$ cat src/rtl/core/segint_pkg.sv
package segint_pkg;

   localparam int COORD_BITS   = 31;
   localparam int DIFF_BITS    = COORD_BITS + 1;
   localparam int PROD_BITS    = 2 * DIFF_BITS;
   localparam int ORIENT_COUNT = 4;

   typedef logic signed [COORD_BITS-1:0] coord_type;
   typedef logic signed [DIFF_BITS-1:0]  diff_type;
   typedef logic signed [PROD_BITS-1:0]  prod_type;

   typedef struct packed {
      coord_type x;
      coord_type y;
   } point_type;

   typedef struct packed {
      diff_type ux;
      diff_type vy;
      diff_type wx;
      diff_type zy;
   } cross_terms_type;

   typedef struct packed {
      logic                                 valid;
      cross_terms_type [ORIENT_COUNT-1:0] terms;
      point_type                            lo1;
      point_type                            hi1;
      point_type                            lo2;
      point_type                            hi2;
   } prep_type;

   typedef struct packed {
      prod_type p;
      prod_type q;
   } prod_pair_type;

   typedef struct packed {
      logic   c_lt_b;
      logic   a_lt_d;
      logic   b_lt_c;
      logic   d_lt_a;
   } order_type;

   typedef struct packed {
      logic                               valid;
      prod_pair_type [ORIENT_COUNT-1:0] prods;
      order_type                          order;
   } mul_type;

   typedef struct packed {
      logic                    valid;
      logic [ORIENT_COUNT-1:0] zero;
      logic [ORIENT_COUNT-1:0] neg;
      order_type               order;
   } sign_type;

   typedef enum logic [1:0] {
      KIND_DISJOINT = 2'd0,
      KIND_CROSS    = 2'd1,
      KIND_TOUCH    = 2'd2,
      KIND_OVERLAP  = 2'd3
   } meet_kind_type;

   function automatic logic pt_less(point_type p, point_type q);
      return ($signed(p.x) < $signed(q.x)) ||
             ((p.x == q.x) && ($signed(p.y) < $signed(q.y)));
   endfunction

   function automatic diff_type coord_diff(coord_type a, coord_type b);
      diff_type wa;
      diff_type wb;
      wa = diff_type'($signed(a));
      wb = diff_type'($signed(b));
      return diff_type'(wa - wb);
   endfunction

   function automatic cross_terms_type terms_of(point_type p, point_type q, point_type r);
      cross_terms_type t;
      t.ux = coord_diff(q.x, p.x);
      t.vy = coord_diff(r.y, q.y);
      t.wx = coord_diff(r.x, q.x);
      t.zy = coord_diff(q.y, p.y);
      return t;
   endfunction

endpackage

$ cat src/rtl/core/segint_prep.sv
module segint_prep (
   input  logic                  clock,
   input  logic                  reset,
   input  logic                  in_valid,
   input  segint_pkg::point_type pt_a,
   input  segint_pkg::point_type pt_b,
   input  segint_pkg::point_type pt_c,
   input  segint_pkg::point_type pt_d,
   output segint_pkg::prep_type  prep
);
   import segint_pkg::*;

   prep_type prep_ff;
   prep_type prep_in;
   logic     swap1;
   logic     swap2;

   always_comb begin
      swap1            = pt_less(pt_b, pt_a);
      swap2            = pt_less(pt_d, pt_c);
      prep_in.valid    = in_valid;
      prep_in.terms[0] = terms_of(pt_a, pt_b, pt_c);
      prep_in.terms[1] = terms_of(pt_a, pt_b, pt_d);
      prep_in.terms[2] = terms_of(pt_c, pt_d, pt_a);
      prep_in.terms[3] = terms_of(pt_c, pt_d, pt_b);
      prep_in.lo1      = swap1 ? pt_b : pt_a;
      prep_in.hi1      = swap1 ? pt_a : pt_b;
      prep_in.lo2      = swap2 ? pt_d : pt_c;
      prep_in.hi2      = swap2 ? pt_c : pt_d;
   end

   always_ff @(posedge clock) begin
      if (reset) begin
         prep_ff <= '0;
      end else begin
         prep_ff <= prep_in;
      end
   end

   assign prep = prep_ff;

endmodule

$ cat config.mk
export PLATFORM = sky130hd
export DESIGN_NAME = segint_prep
export DESIGN_NICKNAME = d
export VERILOG_FILES = /design/src/rtl/core/segint_pkg.sv /design/src/rtl/core/segint_prep.sv
export SDC_FILE = /design/constraint.sdc
export NUM_CORES = 2
export LEC_CHECK = 0
export BUFFER_PORTS_ARGS = -buffer_cell sky130_fd_sc_hd__buf_2
export CAP_MARGIN = 40
export CELL_PAD_IN_SITES_DETAIL_PLACEMENT = 2
export CELL_PAD_IN_SITES_GLOBAL_PLACEMENT = 2
export CORE_AREA = 3 3 393 395
export CTS_CLUSTER_SIZE = 30
export DETAILED_ROUTE_END_ITERATION = 12
export DIE_AREA = 0 0 396 398
export GPL_TIMING_DRIVEN = 0
export PLACE_DENSITY_LB_ADDON = 0.15
export SYNTH_ARGS = -nofsm -noshare
export SYNTH_HDL_FRONTEND = slang
export SYNTH_SLANG_ARGS = --single-unit
$ cat constraint.sdc
create_clock -name clock -period 4.2 [get_ports clock]
set_input_delay 0.42 -clock clock [delete_from_list [all_inputs] [get_ports clock]]
set_output_delay 0.42 -clock clock [all_outputs]
set_load 0.005 [all_outputs]
# [Word-level counts from Yosys, hierarchy flattened]
# Cells that the tools add are included.
[word_totals] ff_bits=633 elab_cells=47
[classes] n_addsub=12 n_lt_le_gt_ge=4 n_eq_ne=2 muxes=4 n_reduce_logical=4
[ops] op="$sub 31x31->32" count=12
[ops] op="$mux 62" count=4
[ops] op="$lt 31x31->1" count=4
[ops] op="$eq 31x31->1" count=2
[ops] op="$logic_and 1x1->1" count=2
[ops] op="$logic_or 1x1->1" count=2

# [Longest topological paths before layout]
[depth] ltp_word=4 depth_mapped=15 ltp_nobuf=12

# [Least setup slack after synthesis]
# OpenSTA, ideal clock, no wires.
[synth_path] path_kind="input -> register" startpoint="input port pt_d[31] (netlist bit)" endpoint="register prep_ff, in the netlist prep[100]" setup_ns=0.128 arrival_time_ns=3.080 required_ns=4.072 setup_slack_ns=0.993 cell_stages=15 cell_sequence="inv_1 -> ha_1 -> fa_1 -> and2b_1 -> o31ai_1 -> a211oi_2 -> nor2_1 -> o311a_1 -> o211a_1 -> a211oi_2 -> buf_4 -> buf_6 -> buf_8 -> mux2i_1 -> nor2_1"
[synth_via] elab_chain_cells=4
[synth_rtl] item="start, declared" line_no="segint_prep.sv:8" source="input segint_pkg::point_type pt_d,"
[synth_rtl] item="parallel branches: the longest is 2 deep, another holds $lt 31x31->1"
[synth_rtl] item="$logic_or 1x1->1 *" line_no="segint_pkg.sv:66" source="return ($signed(p.x) < $signed(q.x)) ||"
[synth_rtl] item="$mux 62 *" line_no="segint_prep.sv:28" source="prep_in.lo2 = swap2 ? pt_d : pt_c;"
[synth_rtl] item="end signal, assigned" line_no="segint_prep.sv:36" source="prep_ff <= prep_in;"
[synth_rtl] item="end, declared" line_no="segint_prep.sv:13" source="prep_type prep_ff;"
# Every way passes the cells marked *.
# A chain may end at the register's enable or synchronous reset.

# [Worst setup path in the final report]
[layout_path] startpoint="input port pt_c[41] (netlist bit)" endpoint="register prep_ff, in the netlist prep[102]"
[layout_via] elab_chain_cells=4
[layout_rtl] item="start, declared" line_no="segint_prep.sv:7" source="input segint_pkg::point_type pt_c,"
[layout_rtl] item="parallel branches: the longest is 2 deep, another holds $lt 31x31->1"
[layout_rtl] item="$logic_or 1x1->1 *" line_no="segint_pkg.sv:66"
[layout_rtl] item="$mux 62 *" line_no="segint_prep.sv:28"
# Marked as above.

==> flow_metrics.py <==
metrics = {
    "critical_path": {
        "worstPathArrival_ns": 4.69,
        "crit_top_cell": "nor2_1",
        "critPathCaptureType": "flip-flop",
        "crit_slowest_cell": "dlygate4sd3_1",
        "critPathRequiredTime_ns": 4.76,
        "start_kind": "input port",
        "cp_slowest_stage_delay_ns": 0.52,
        "cp_max_fo": 10,
        "path_cells": "dlygate4sd3_1, buf_2, inv_1, ha_1, and3_2, nand2_1, a211oi_4, nor2_1, o311a_1, o211a_1, a211oi_2, buf_12, buf_16, buf_8, mux2i_1, nor2_1",
        "cp-startpoint": "pt_c[41]",
        "path_class": "in -> reg",
    },
    "power": {
        "pwr_density_cell_mw_per_mm2": 420.0,
        "p_total_mw": 21.10,
        "irDropWorstVdd_mv": 0.2895,
        "leakage_nw": 25.45,
    },
    "clock_tree": {
        "cts_sinks": 631,
        "tritoncts": "yes",
        "clkTransAtPathRegs_ns": 0.06,
        "cts_root_buffer": "clkbuf_16",
        "cts-buffers-inserted": 82,
        "htree_levels": 3,
        "clockBufferDepth": 3,
    },
    "floorplan": {
        "initial_core_util_pct": 25.85,
        "dieArea_mm2": 0.1576,
        "die_h_um": 398,
        "num_rows": 143,
        "ios": 1012,
        "die_w_um": 396,
        "coreArea_mm2": 0.1515,
    },
    "global_route": {
        "busiest_layer": "met2",
        "grt_pass1_wl_um": 314300,
        "met3_usage_pct": 4.215,
        "grt_overflow": 0,
        "grt_use_total_pct": 27.75,
        "antenna_found_initial": 34,
        "met1_usage_pct": 36.57,
        "first_global_vias": 40929,
        "grt_max_degree": 14,
        "met2_usage_pct": 47.20,
    },
    "run": {
        "max-cap-violations": 0,
    },
    "sta": {
        "setup_viol": 0,
        "rsz0062_at_grt": "false",
        "slew_violations": 0,
        "max_freq_mhz": 241.9,
        "slew_headroom_pct": 27.02,
        "hold_violations": 0,
        "min_period_ns": 4.134,
        "tightestPinTransition_ns": 1.083,
        "fin_hold_ws_ns": 0.04715,
        "period_share_pct": 98.44,
    },
    "route": {
        "drc": 0,
        "ant_nets": 0,
        "drt_wl_total_um": 227900,
        "drt_first_pass_iters": 5,
        "wl_per_cell_um": 28.65,
        "drt-initial-drc-count": 2235,
        "vias": 39617,
        "routed_via_density": 4.980,
    },
    "synthesis": {
        "yosysWarnings": 0,
        "async_reset_ff_share_pct": 0,
        "syn-instance-count": 4705,
        "ys_types": 85,
        "ys_seq_elements": 631,
        "yosys_most_used_dff": "dfxtp_1",
        "synth.cell_area_mm2": 0.03917,
        "synth-edff-count": 0,
        "ys_seq_area_share_pct": 32.25,
        "synth_fp_nets": 5344,
        "synth.avg_cell_area_um2": 8.326,
    },
    "placement": {
        "routabilityCongestion": 0.9257,
        "io_buffers": 1011,
        "dp_hpwl_um": 191400,
    },
    "layout": {
        "nets": 6496,
        "num-fill-cells": 17503,
        "final_util_pct": 33.14,
        "largest_register_ffs": 631,
        "areaGrowthSynthToFinish_pct": 28.22,
        "final_layout_size_suffix_gt1_share_pct": 23.91,
    },
    "min_path": {
        "min_from": "pt_c[52]",
        "hold_class": "in -> reg",
    },
    "outcome": {
        "status": "finished, final reports clean",
    },
}
[synthesized netlist by cell type (7+ instances only)]
library cell,number,area [um^2]
fa_1,12,240.2
or2_2,23,143.9
a21boi_0,17,127.6
nand2b_1,53,331.6
and4_1,8,70.07
xnor2_1,155,1358
o31ai_1,21,157.7
a41oi_1,8,70.07
buf_2,8,40.04
dfxtp_1,631,12630
o211ai_1,17,127.6
buf_4,147,1104
clkbuf_1,140,525.5
o21ai_0,229,1146
nand2_1,186,698.2
a211oi_1,36,270.3
ha_1,376,4705
a31oi_1,37,231.5
buf_8,7,105.1
nor3_1,80,400.4
nand4_1,54,337.8
a2111oi_0,10,87.58
and2_1,23,143.9
o31a_1,12,105.1
inv_1,314,1179
a21oi_1,365,1827
nor2b_1,69,431.7
o21ai_1,9,45.04
xor2_1,126,1104
mux2i_1,260,2603
nand3_1,54,270.3
nor2_1,743,2789
a21o_1,174,1306
and3_1,36,225.2
buf_1,12,45.04
a221oi_1,7,61.31
nor4_1,10,62.56
o21a_1,44,330.3
o21bai_1,54,405.4
o2111ai_1,8,70.07
a31o_2,7,61.31
or3_1,11,68.82
[placed cells by master (no fill, tap or decap), drive strengths merged, types with 36 or more instances in the layout]
cell	instances
nor2	743
dfxtp	631
nand2	187
a31oi	38
nand2b	53
mux2i	260
a21oi	365
nand4	54
o21bai	54
nor3	80
inv	317
o21ai	239
buf	1230
and3	36
clkbuf	250
a211oi	38
a21o	174
xor2	126
nor2b	70
nand3	54
ha	376
xnor2	155
o21a	44
[layout make-up]
cell class                 instances  area, um^2  share of cell area (%)
buffer                           327        2051                   4.083
sequential                       631       12630                   25.15
inverter                         315        1182                   2.354
antenna                            8       20.02                 0.03986
timing repair buffer            1068        5720                   11.39
clock inverter                    34       364.1                  0.7249
tap                             2030        2540                   5.057
clock buffer                     110        2310                   4.598
multi-input combinational       3432       23410                   46.60
[final timing paths]
kind,to,cells after the start
hold / removal,prep[114],3
setup / recovery,prep[102],16
[repair_timing]
action | in CTS | in global routing
hold buffers | 19 | 0
resized for setup | 8 | 9
hold endpoints to repair | 27 | 0
buffers inserted | 0 | 1
endpoints found under the setup margin | 124 | 81
pin swaps | 0 | 1
[stage by stage]
stage                     setup TNS [ns]  instance area [um^2]  setup slack, ns  instances
after floorplan                        0                 39170           0.9926       4705
after global placement           -217.25                 46770           -1.746       7746
after detailed placement         -180.42                 47250           -1.424       7782
after CTS                              0                 50140          0.02099       7945
after global routing                   0                 50210          0.02408       7948
final                                  0                 50230          0.06562       7955
[kinds of logic after synthesis]
group | count (synthesis) | synth area share (%)
and+or+nand+nor | 1368 | 15.64
DFF | 631 | 32.25
buffers and inverters | 642 | 8.135
AOI/OAI and AO/OA | 1129 | 18.26
muxes | 266 | 6.816
adders and majority gates | 388 | 12.62
xor gates and xnor gates | 281 | 6.283
[worst max-delay path: cells and delay by family]
kind / cells / cell delay, ns
fa+ha+maj: 1 / 0.35
buf+inv: 6 / 1.48
simple gates: 4 / 0.92
compound gates: 4 / 1.33
mux: 1 / 0.10
[report_power, final]
part / switching (mW) / leakage (nW) / internal [mW]
logic: 4.20 / 18.9 / 2.64
registers: 0.338 / 5.26 / 6.70
clock network: 3.09 / 1.29 / 4.12
[routing by layer]
layer | vias up | share of wire [%]
li1 | 18380 | -
met1 | 19936 | 45
met2 | 1097 | 47
met3 | 202 | 5.4
met4 | 2 | 2.5
met5 | - | 0.0057
Power figures use the tool's default switching activity.
