--- src/rtl/core/segint_pkg.sv ---
package segint_pkg;

   localparam int COORD_BITS   = 31;
   localparam int DIFF_BITS    = COORD_BITS + 1;
   localparam int PROD_BITS    = 2 * DIFF_BITS;
   localparam int ORIENT_COUNT = 4;

   typedef logic signed [COORD_BITS-1:0] coord_type;
   typedef logic signed [DIFF_BITS-1:0]  diff_type;
   typedef logic signed [PROD_BITS-1:0]  prod_type;

   typedef struct packed {
      coord_type x;
      coord_type y;
   } point_type;

   typedef struct packed {
      diff_type ux;
      diff_type vy;
      diff_type wx;
      diff_type zy;
   } cross_terms_type;

   typedef struct packed {
      logic                                 valid;
      cross_terms_type [ORIENT_COUNT-1:0] terms;
      point_type                            lo1;
      point_type                            hi1;
      point_type                            lo2;
      point_type                            hi2;
   } prep_type;

   typedef struct packed {
      prod_type p;
      prod_type q;
   } prod_pair_type;

   typedef struct packed {
      logic   c_lt_b;
      logic   a_lt_d;
      logic   b_lt_c;
      logic   d_lt_a;
   } order_type;

   typedef struct packed {
      logic                               valid;
      prod_pair_type [ORIENT_COUNT-1:0] prods;
      order_type                          order;
   } mul_type;

   typedef struct packed {
      logic                    valid;
      logic [ORIENT_COUNT-1:0] zero;
      logic [ORIENT_COUNT-1:0] neg;
      order_type               order;
   } sign_type;

   typedef enum logic [1:0] {
      KIND_DISJOINT = 2'd0,
      KIND_CROSS    = 2'd1,
      KIND_TOUCH    = 2'd2,
      KIND_OVERLAP  = 2'd3
   } meet_kind_type;

   function automatic logic pt_less(point_type p, point_type q);
      return ($signed(p.x) < $signed(q.x)) ||
             ((p.x == q.x) && ($signed(p.y) < $signed(q.y)));
   endfunction

   function automatic diff_type coord_diff(coord_type a, coord_type b);
      diff_type wa;
      diff_type wb;
      wa = diff_type'($signed(a));
      wb = diff_type'($signed(b));
      return diff_type'(wa - wb);
   endfunction

   function automatic cross_terms_type terms_of(point_type p, point_type q, point_type r);
      cross_terms_type t;
      t.ux = coord_diff(q.x, p.x);
      t.vy = coord_diff(r.y, q.y);
      t.wx = coord_diff(r.x, q.x);
      t.zy = coord_diff(q.y, p.y);
      return t;
   endfunction

endpackage

--- src/rtl/core/segint_classify.sv ---
module segint_classify (
   input  logic                      clock,
   input  logic                      reset,
   input  segint_pkg::sign_type      sign,
   output logic                      strobe,
   output segint_pkg::meet_kind_type kind
);
   import segint_pkg::*;

   logic          strobe_ff;
   logic          strobe_in;
   meet_kind_type kind_ff;
   meet_kind_type kind_in;
   logic          s1_neg;
   logic          s2_neg;
   logic          s1_zero;
   logic          s2_zero;
   logic          all_zero;

   always_comb begin
      s1_zero  = sign.zero[0] | sign.zero[1];
      s2_zero  = sign.zero[2] | sign.zero[3];
      s1_neg   = !s1_zero && (sign.neg[0] ^ sign.neg[1]);
      s2_neg   = !s2_zero && (sign.neg[2] ^ sign.neg[3]);
      all_zero = &sign.zero;
      strobe_in = sign.valid;
      if (s1_neg && s2_neg) begin
         kind_in = KIND_CROSS;
      end else if (s1_zero && s2_zero) begin
         if (all_zero && sign.order.c_lt_b && sign.order.a_lt_d) begin
            kind_in = KIND_OVERLAP;
         end else if (!sign.order.b_lt_c && !sign.order.d_lt_a) begin
            kind_in = KIND_TOUCH;
         end else begin
            kind_in = KIND_DISJOINT;
         end
      end else if ((s1_neg || s1_zero) && (s2_neg || s2_zero)) begin
         kind_in = KIND_TOUCH;
      end else begin
         kind_in = KIND_DISJOINT;
      end
   end

   always_ff @(posedge clock) begin
      kind_ff <= kind_in;
      if (reset) begin
         strobe_ff <= 1'b0;
      end else begin
         strobe_ff <= strobe_in;
      end
   end

   assign strobe = strobe_ff;
   assign kind   = kind_ff;

   a_overlap_collinear: assert property (@(posedge clock) disable iff (reset)
      (sign.valid && !(&sign.zero)) |=> (kind_ff != KIND_OVERLAP))
      else $error("overlap reported for non-collinear segments");

endmodule

--- config.mk ---
export PLATFORM = sky130hd
export DESIGN_NAME = segint_classify
export DESIGN_NICKNAME = d
export VERILOG_FILES = /design/src/rtl/core/segint_pkg.sv /design/src/rtl/core/segint_classify.sv
export SDC_FILE = /design/constraint.sdc
export NUM_CORES = 1
export LEC_CHECK = 0
export ABC_AREA = 0
export BUFFER_PORTS_ARGS = -buffer_cell sky130_fd_sc_hd__buf_2
export CAP_MARGIN = 10
export CORE_AREA = 3 3 40 42
export DETAILED_ROUTE_END_ITERATION = 10
export DIE_AREA = 0 0 43 45
export SLEW_MARGIN = 10
export SYNTH_ARGS = -nofsm -noshare
export SYNTH_HDL_FRONTEND = slang
export SYNTH_SLANG_ARGS = --single-unit
--- constraint.sdc ---
create_clock -name clock -period 0.9 [get_ports clock]
set_input_delay 0.09 -clock clock [delete_from_list [all_inputs] [get_ports clock]]
set_output_delay 0.09 -clock clock [all_outputs]
set_load 0.005 [all_outputs]
* Word level (Yosys, flattened, before mapping)
Cells that the tools add are included.
** Cells by class
- Equal/unequal tests :: 0
- Order comparisons :: 0
- Multiply operators :: 0
- Reductions and logical operators :: 15
- Bitwise operators :: 4
- Muxes and demuxes :: 4
- $add $sub $neg :: 0
- Divide/modulo/power cells :: 0
- Shift-type cells :: 0
** Operators with widths (number)
- logical AND 1 bit :: 8
- two-way mux 2 bit :: 4
- zero test 1 bit :: 4
- AND reduction 4 bit :: 1
- logical OR 1 bit :: 2
- OR 1 bit :: 2
- bitwise XOR 1 bit :: 2
** Word-level totals
- Memories kept :: 0
- Word-level logic and storage cells :: 25
- Latch bits :: 0
- Memory bits (writable) :: 0
- ROM bits :: 0
- Register bits :: 3
- Bits of input ports :: 15

* Logic depth before layout (Yosys ltp)
Gate-level depths: netlist (run 1).
- Word-level depth :: 7
- Depth in mapped cells :: 3
- Depth with buffers taken out :: 3

* Worst setup path before layout (run 1)
OpenSTA, ideal clock, no wires.
- Path kind :: in2reg
- Start :: input sign[5] (netlist bit)
- End :: register kind_ff[1], in the netlist kind[1]
- Library setup time :: 0.132 ns
- Data arrival time :: 0.493 ns
- Stages on the path :: 3
- Path slack :: 0.276 ns
- Path buffers :: 0
- Data required time :: 0.768 ns
- Cell sequence :: xnor2_1 > o2bb2ai_1 > a22oi_1
** On the way
- Longest elaborated chain between the ends :: 6
- Elaborated cells on any way between the ends :: 7
- Those cells by class :: 2 x mux; 1 x bitwise; 4 x reduce/logical
** RTL lines
- from (decl) :: RTL line segint_classify.sv:4 : input segint_pkg::sign_type sign,
- bitwise XOR 1 bit (*) :: RTL line segint_classify.sv:23 : s1_neg = !s1_zero && (sign.neg[0] ^ sign.neg[1]);
- logical AND 1 bit (*) :: RTL line segint_classify.sv:23
- logical OR 1 bit :: RTL line segint_classify.sv:37 : end else if ((s1_neg || s1_zero) && (s2_neg || s2_zero)) begin
- logical AND 1 bit :: RTL line segint_classify.sv:37
- two-way mux 2 bit :: RTL line segint_classify.sv:37
- two-way mux 2 bit :: RTL line segint_classify.sv:29 : end else if (s1_zero && s2_zero) begin
- to (signal assigned) :: RTL line segint_classify.sv:45 : kind_ff <= kind_in;
- to (decl) :: RTL line segint_classify.sv:12 : meet_kind_type kind_ff;
Every way passes the cells marked *; elsewhere a longest branch is shown, timed or not.
A chain may end at the register's enable or synchronous reset.

* Worst setup path after layout (run 1)
- Start :: register kind_ff[0], in the netlist kind[0]
- End :: output kind[0]
** RTL lines
- to (decl) :: RTL line segint_classify.sv:6 : output segint_pkg::meet_kind_type kind
No word-level cell between the ends.

==> results of run 1 <==
==> sequential cells by signal, indices dropped and copies added, names as in the netlist <==
name and cells:
kind 2, strobe 1
==> power by group <==
| part | switching, mW | internal (mW) | total (mW) |
|---|---|---|---|
| sequential | 0.00144 | 0.143 | 0.144 |
| clock | 0.0688 | 0.166 | 0.235 |
| combinational | 0.0337 | 0.0445 | 0.0782 |
==> through the flow <==
step	cells	power, mW	worst slack [ns]
global route	52	0.485	0.150
global placement	48	0.222	0.143
detailed placement	48	0.224	0.0929
CTS	52	0.472	0.167
floorplan	16	0.177	0.276
finish	52	0.457	0.181
==> routing by layer <==
layer | share of wire [%] | vias to the layer above | wire length, um
li1 | - | 102 | -
met4 | 0 | 0 | 0
met3 | 13 | 0 | 57
met1 | 37 | 83 | 166
met5 | 0 | - | 0
met2 | 50 | 13 | 221
==> worst min-delay path by stage <==
| stage | from | end | slack, ns | cells past startpoint |
|---|---|---|---|---|
| 3_3_place_gp | reset | strobe | 0.25 | 2 |
| 6_report | reset | strobe | 0.01 | 2 |
| 3_5_place_dp | reset | strobe | 0.25 | 2 |
| 4_1_cts | reset | strobe | 0.002 | 2 |
| 2_1_floorplan | reset | strobe | 0.16 | 1 |
| 5_1_grt | reset | strobe | 0.01 | 2 |
==> cell type report <==
cell class,instances,area [um^2],area share (%)
multi-input combinational,13,87.6,31.5
timing repair buffer,17,85.1,30.6
sequential,3,60.1,21.6
clock buffer,4,26.3,9.46
tap,15,18.8,6.76
==> layout by cell type, fill, tap and decap left out <==
cell,count
a22oi_1,1
o22ai_1,1
nand2_1,1
o2bb2ai_1,1
nor2_1,2
and4_1,1
clkbuf_4,3
clkbuf_1,1
buf_2,17
nand3_1,1
nand4b_1,1
xnor2_1,1
dfxtp_1,3
xor2_1,1
o31ai_1,1
nor2b_1,1
==> kinds of logic after synthesis <==
family / after synthesis
AND/OR/NAND/NOR: 7
AO/OA/AOI/OAI: 4
flip-flops: 3
XOR/XNOR: 2
==> key figures, run 1 <==
Power
  – Power density over the cells: 1650 nW/um^2
  – Max IR drop VDD: 0.295 mV
  – Leakage: 0.141 nW

Layout
  – N_diodes: 0
  – Layout cells sized above 1: 54.1%
  – Area Overhead vs Synth: 88.1%
  – Post-Route Utilization: 21.6%
  – Final net count: 53
  – Fillcell total: 151
  – Final instance area: 278 um^2

Critical path
  – CP Class: reg2out
  – Arr. time, crit path: 0.63 ns
  – CP Capture Point: kind[0]
  – Worst-path maximum fanout: 1
  – Req. time, crit path: 0.81 ns
  – Crit start category: flip-flop
  – Beginning of the critical path: kind[0]
  – Crit-path cells: buf_2
  – Critical Path Sink Type: output port
  – Buf/Inv on CP: 1
  – CP delay by family, top: flip-flops
  – Levels on crit path: 1
  – CP max stage delay: 0.28 ns
  – Slowest cell on crit path: dfxtp_1

Placement
  – GPL Wtd Cong: 0.628
  – Port Buf Inserts: 17
  – Placed Area: 251 um^2

Drt
  – Avg WL per Cell: 8.54 um
  – Total wire length: 444 um
  – DRC errors left: 0
  – Initial DRC Count: 3
  – First-pass DRT Iterations: 4
  – Post-route ant nets: 0
  – Via density: 3.81
  – Via Count: 198

STA
  – Fin crit period: 0.719 ns
  – Final Max Slew Viols: 0
  – Total negative slack: 0 ns
  – Slew HR: 83.8%
  – Max Freq: 1390 MHz
  – Fin crit share: 79.9%
  – RSZ-0062 raised after global routing: false
  – Hold Vio Cnt, Final: 0
  – Final setup vio count: 0
  – Worst-Margin Slew: 0.242 ns
  – Fin Hold WS: 0.0107 ns

Floorplanning
  – I/O Pins: 18
  – Die X: 43 um
  – Height of the die: 45 um
  – # rows: 13
  – Full die area: 1940 um^2
  – Initial Util: 11.5%
  – Area of the core: 1280 um^2

Clock tree
  – Post-CTS setup buffers: 0
  – Clk root buf: clkbuf_4
  – Bufs on Longest Clock Path: 2
  – Clk sinks: 3
  – CTS tree: done
  – Post-CTS Resized: 0
  – Reg clk slew, reported paths: 0.04 ns
  – Cts hold-fix bufs: 0
  – H-tree Lvls: 1
  – CTS Buf Count: 3

Global routing
  – Met1 GRT Util: 3.12%
  – Gr busiest metal: met4
  – Global-route wire length before repair: 655 um
  – Vias in the first global route: 202
  – Initial antenna violation count: 0
  – GR Overflow Total: 0
  – GRT Util Overall: 5.15%
  – M3 GR Usage: 0.398%
  – Largest net degree at the start of global routing: 5
  – GRT met2 Usage: 8.98%

Yosys
  – Xor/xnor share of the synthesized area: 11.9%
  – Top post-synthesis cells by area: dfxtp_1, and4_1, nand4b_1
  – Post-synthesis instance total: 16
  – Mux contribution to synthesized area: 0%
  – Compound-Gate Fraction of Synth Area: 20.3%
  – Proportion of netlist area held by the largest area contributor: 40.7%
  – Post-synthesis simple-gate area fraction: 27.1%
  – FF+latch count, synth: 3
  – Main flop type after synthesis: dfxtp_1
  – Largest family of logic cells by synthesized area: simple AND/OR/NAND/NOR gates
  – Avg Cell Area, Syn: 9.23 um^2
  – Ys Warns: 0
  – Synth Cell Area: 148 um^2
  – Register area share after synthesis: 40.7%
  – Commonest cells in the netlist: dfxtp_1, nor2_1
  – Post-synth net total: 31
  – Post-synthesis cell type count: 13
  – EDFF count, synth: 0
  – FFs w/ async S/R, synth: 0%
  – Top-count cell post-synth: dfxtp_1
  – Cell taking the most area after synthesis: dfxtp_1
  – Post-Synth Adder-Cell Area: 0%

Outcome
  – Outcome: finished, final reports clean

Min path
  – HP Class: in2reg

Run
  – MaxCap Viol Count: 0
Note: power is estimated with default switching activity, not from simulation.
==> inputs of run 2 (changes only) <==
Clock period 0.9 ns to 0.8 ns, I/O delays scaled along.
==> run 2 against run 1 <==
Compared with the run above: wire length decreased by 9.5%; hold slack better by 0.053 ns; worst setup slack got worse by 0.083 ns; final cell count is 1.9% higher; sequential power is 13% higher; non-clock buffer count grew 1; final area grew 3.6%; count of clock-buffer cells in the layout did not move; combinational power is 15% higher; power is 11% higher; global-route usage shrank 0.59 points; die area is the same; largest power group unchanged; highest routed layer unchanged.
==> key figures, run 2 (synthesized netlist as in run 1, its figures left out) <==
Outcome
  – Outcome: finished, final reports clean

Floorplanning
  – Height of the die: 45 um (unchanged)
  – Initial Util: 11.5% (unchanged)
  – I/O Pins: 18 (unchanged)
  – Die X: 43 um (unchanged)
  – Area of the core: 1280 um^2 (unchanged)
  – Full die area: 1940 um^2 (unchanged)
  – # rows: 13 (unchanged)

STA
  – Slew HR: 84.5% (+0.69 points)
  – Final Max Slew Viols: 0 (unchanged)
  – Fin crit share: 87.8%
  – Worst path setup slack after routing: 0.0978 ns (-0.0832 ns)
  – Final setup vio count: 0 (unchanged)
  – Max Freq: 1420 MHz
  – Fin crit period: 0.702 ns
  – Total negative slack: 0 ns (unchanged)
  – RSZ-0062 raised after global routing: false
  – Hold Vio Cnt, Final: 0 (unchanged)
  – Worst-Margin Slew: 0.231 ns (-0.0111 ns)

Layout
  – Commonest cells after routing, fill and taps aside: buf_2, clkbuf_4, dfxtp_1
  – N_diodes: 0 (unchanged)
  – Layout cells sized above 1: 52.6% (-1.4 points)
  – Area Overhead vs Synth: 94.9%
  – Most common cell after layout, fill and taps aside: buf_2
  – Final net count: 54 (+1.9%)
  – Final instance area: 288 um^2 (+3.6%)
  – Max FFs per register: 2 (unchanged)

Power
  – Sw power: 0.109 mW (+4.4%)
  – Sw Share: 21.3% (-1.4 points)
  – Sequential Power Share: 31.9% (+0.4 points)
  – Logic pwr share: 17.7% (+0.6 points)
  – Clock share of power: 50.4% (-1.0 points)
  – Power density over the cells: 1770 nW/um^2 (+7.4%)
  – Max IR drop VDD: 0.344 mV (+17%)
  – Leakage: 0.145 nW (+3.0%)
  – Internal power: 0.400 mW (+13%)

Placement
  – GPL Wtd Cong: 0.628 (about the same)
  – DP HPWL: 344 um
  – DP Worst Slack: 0.00970 ns (-0.0831 ns)
  – Port Buf Inserts: 17 (unchanged)
  – Placed Area: 251 um^2 (unchanged)

Critical path
  – Buf/Inv on CP: 1 (unchanged)
  – CP Class: reg2out
  – CP max stage delay: 0.28 ns (about the same)
  – Slowest cell on crit path: dfxtp_1
  – CP delay by family, top: flip-flops
  – Crit-path cells: buf_2
  – Worst-path maximum fanout: 1 (unchanged)
  – Req. time, crit path: 0.72 ns (-0.09 ns)
  – Levels on crit path: 1 (unchanged)
  – Crit start category: flip-flop
  – Beginning of the critical path: kind[0]
  – Arr. time, crit path: 0.62 ns (about the same)
  – Critical Path Sink Type: output port
  – CP Capture Point: kind[0]

Clock tree
  – Post-CTS setup buffers: 0 (unchanged)
  – Clk sinks: 3 (unchanged)
  – CTS tree: done
  – Clk root buf: clkbuf_4
  – Cts hold-fix bufs: 1 (+1)
  – Bufs on Longest Clock Path: 2 (unchanged)
  – H-tree Lvls: 1 (unchanged)
  – Post-CTS Resized: 0 (unchanged)
  – CTS Buf Count: 3 (unchanged)
  – Reg clk slew, reported paths: 0.03 ns (about the same)

Drt
  – First-pass DRT Iterations: 4 (unchanged)
  – Post-route ant nets: 0 (unchanged)
  – Via Count: 205 (+3.5%)
  – Initial DRC Count: 3 (unchanged)
  – Avg WL per Cell: 7.58 um (-11%)
  – DRC errors left: 0 (unchanged)
  – Total wire length: 402 um (-9.5%)
  – Via density: 3.87 (+1.6%)

Global routing
  – Global-route wire length before repair: 627 um (-4.3%)
  – Vias in the first global route: 184 (-8.9%)
  – Largest net degree at the start of global routing: 5 (unchanged)
  – GRT Util Overall: 4.57% (-0.59 points)
  – Initial antenna violation count: 0 (unchanged)
  – GR Overflow Total: 0 (unchanged)

Run
  – MaxCap Viol Count: 0 (unchanged)

Min path
  – HP Class: in2reg
-- run 2: cell types whose count changed in the layout (fill, tap and decap cells not counted), sizes merged --
cell	delta
dlygate4sd3	+1
-- run 2: worst min-delay path by stage --
stage | startpoint | to | cells past startpoint
2_1_floorplan | reset | strobe | 1
3_3_place_gp | reset | strobe | 2
3_5_place_dp | reset | strobe | 2
4_1_cts | sign[12] | strobe | 2
5_1_grt | sign[12] | strobe | 2
6_report | sign[12] | strobe | 2
-- run 2: power groups by stage --
| stage | clock, mW | sequential, mW | combinational [mW] |
|---|---|---|---|
| 2_1_floorplan | 0 | 0.167 | 0.0322 |
| 3_3_place_gp | 0 | 0.166 | 0.0840 |
| 3_5_place_dp | 0 | 0.165 | 0.0867 |
| 4_1_cts | 0.282 | 0.162 | 0.0906 |
| 5_1_grt | 0.272 | 0.163 | 0.101 |
| 6_report | 0.256 | 0.162 | 0.0902 |
-- run 2: metal layers --
metal  GRT usage [%]  up-vias  share of wire (%)
li1                -      104                  -
met1            4.07       86                 35
met2            7.49       15                 49
met3           0.398        0                 16
met4            7.23        0                  0
met5               0        -                  0
-- run 2: stage by stage --
step           instances  total power, mW  hold WS (ns)  util (%)
2_1_floorplan         16            0.199         0.152         -
3_3_place_gp          48            0.250         0.237      19.6
3_5_place_dp          48            0.251         0.240      19.6
4_1_cts               53            0.534        0.0487      22.4
5_1_grt               53            0.536        0.0742      22.4
6_report              53            0.509        0.0635      22.4
-- run 2: final cells by class --
class                      instances  area, um^2
clock buffer                       4        26.3
fill                             152         997
multi-input combinational         13        87.6
sequential                         3        60.1
tap                               15        18.8
timing repair buffer              18        95.1
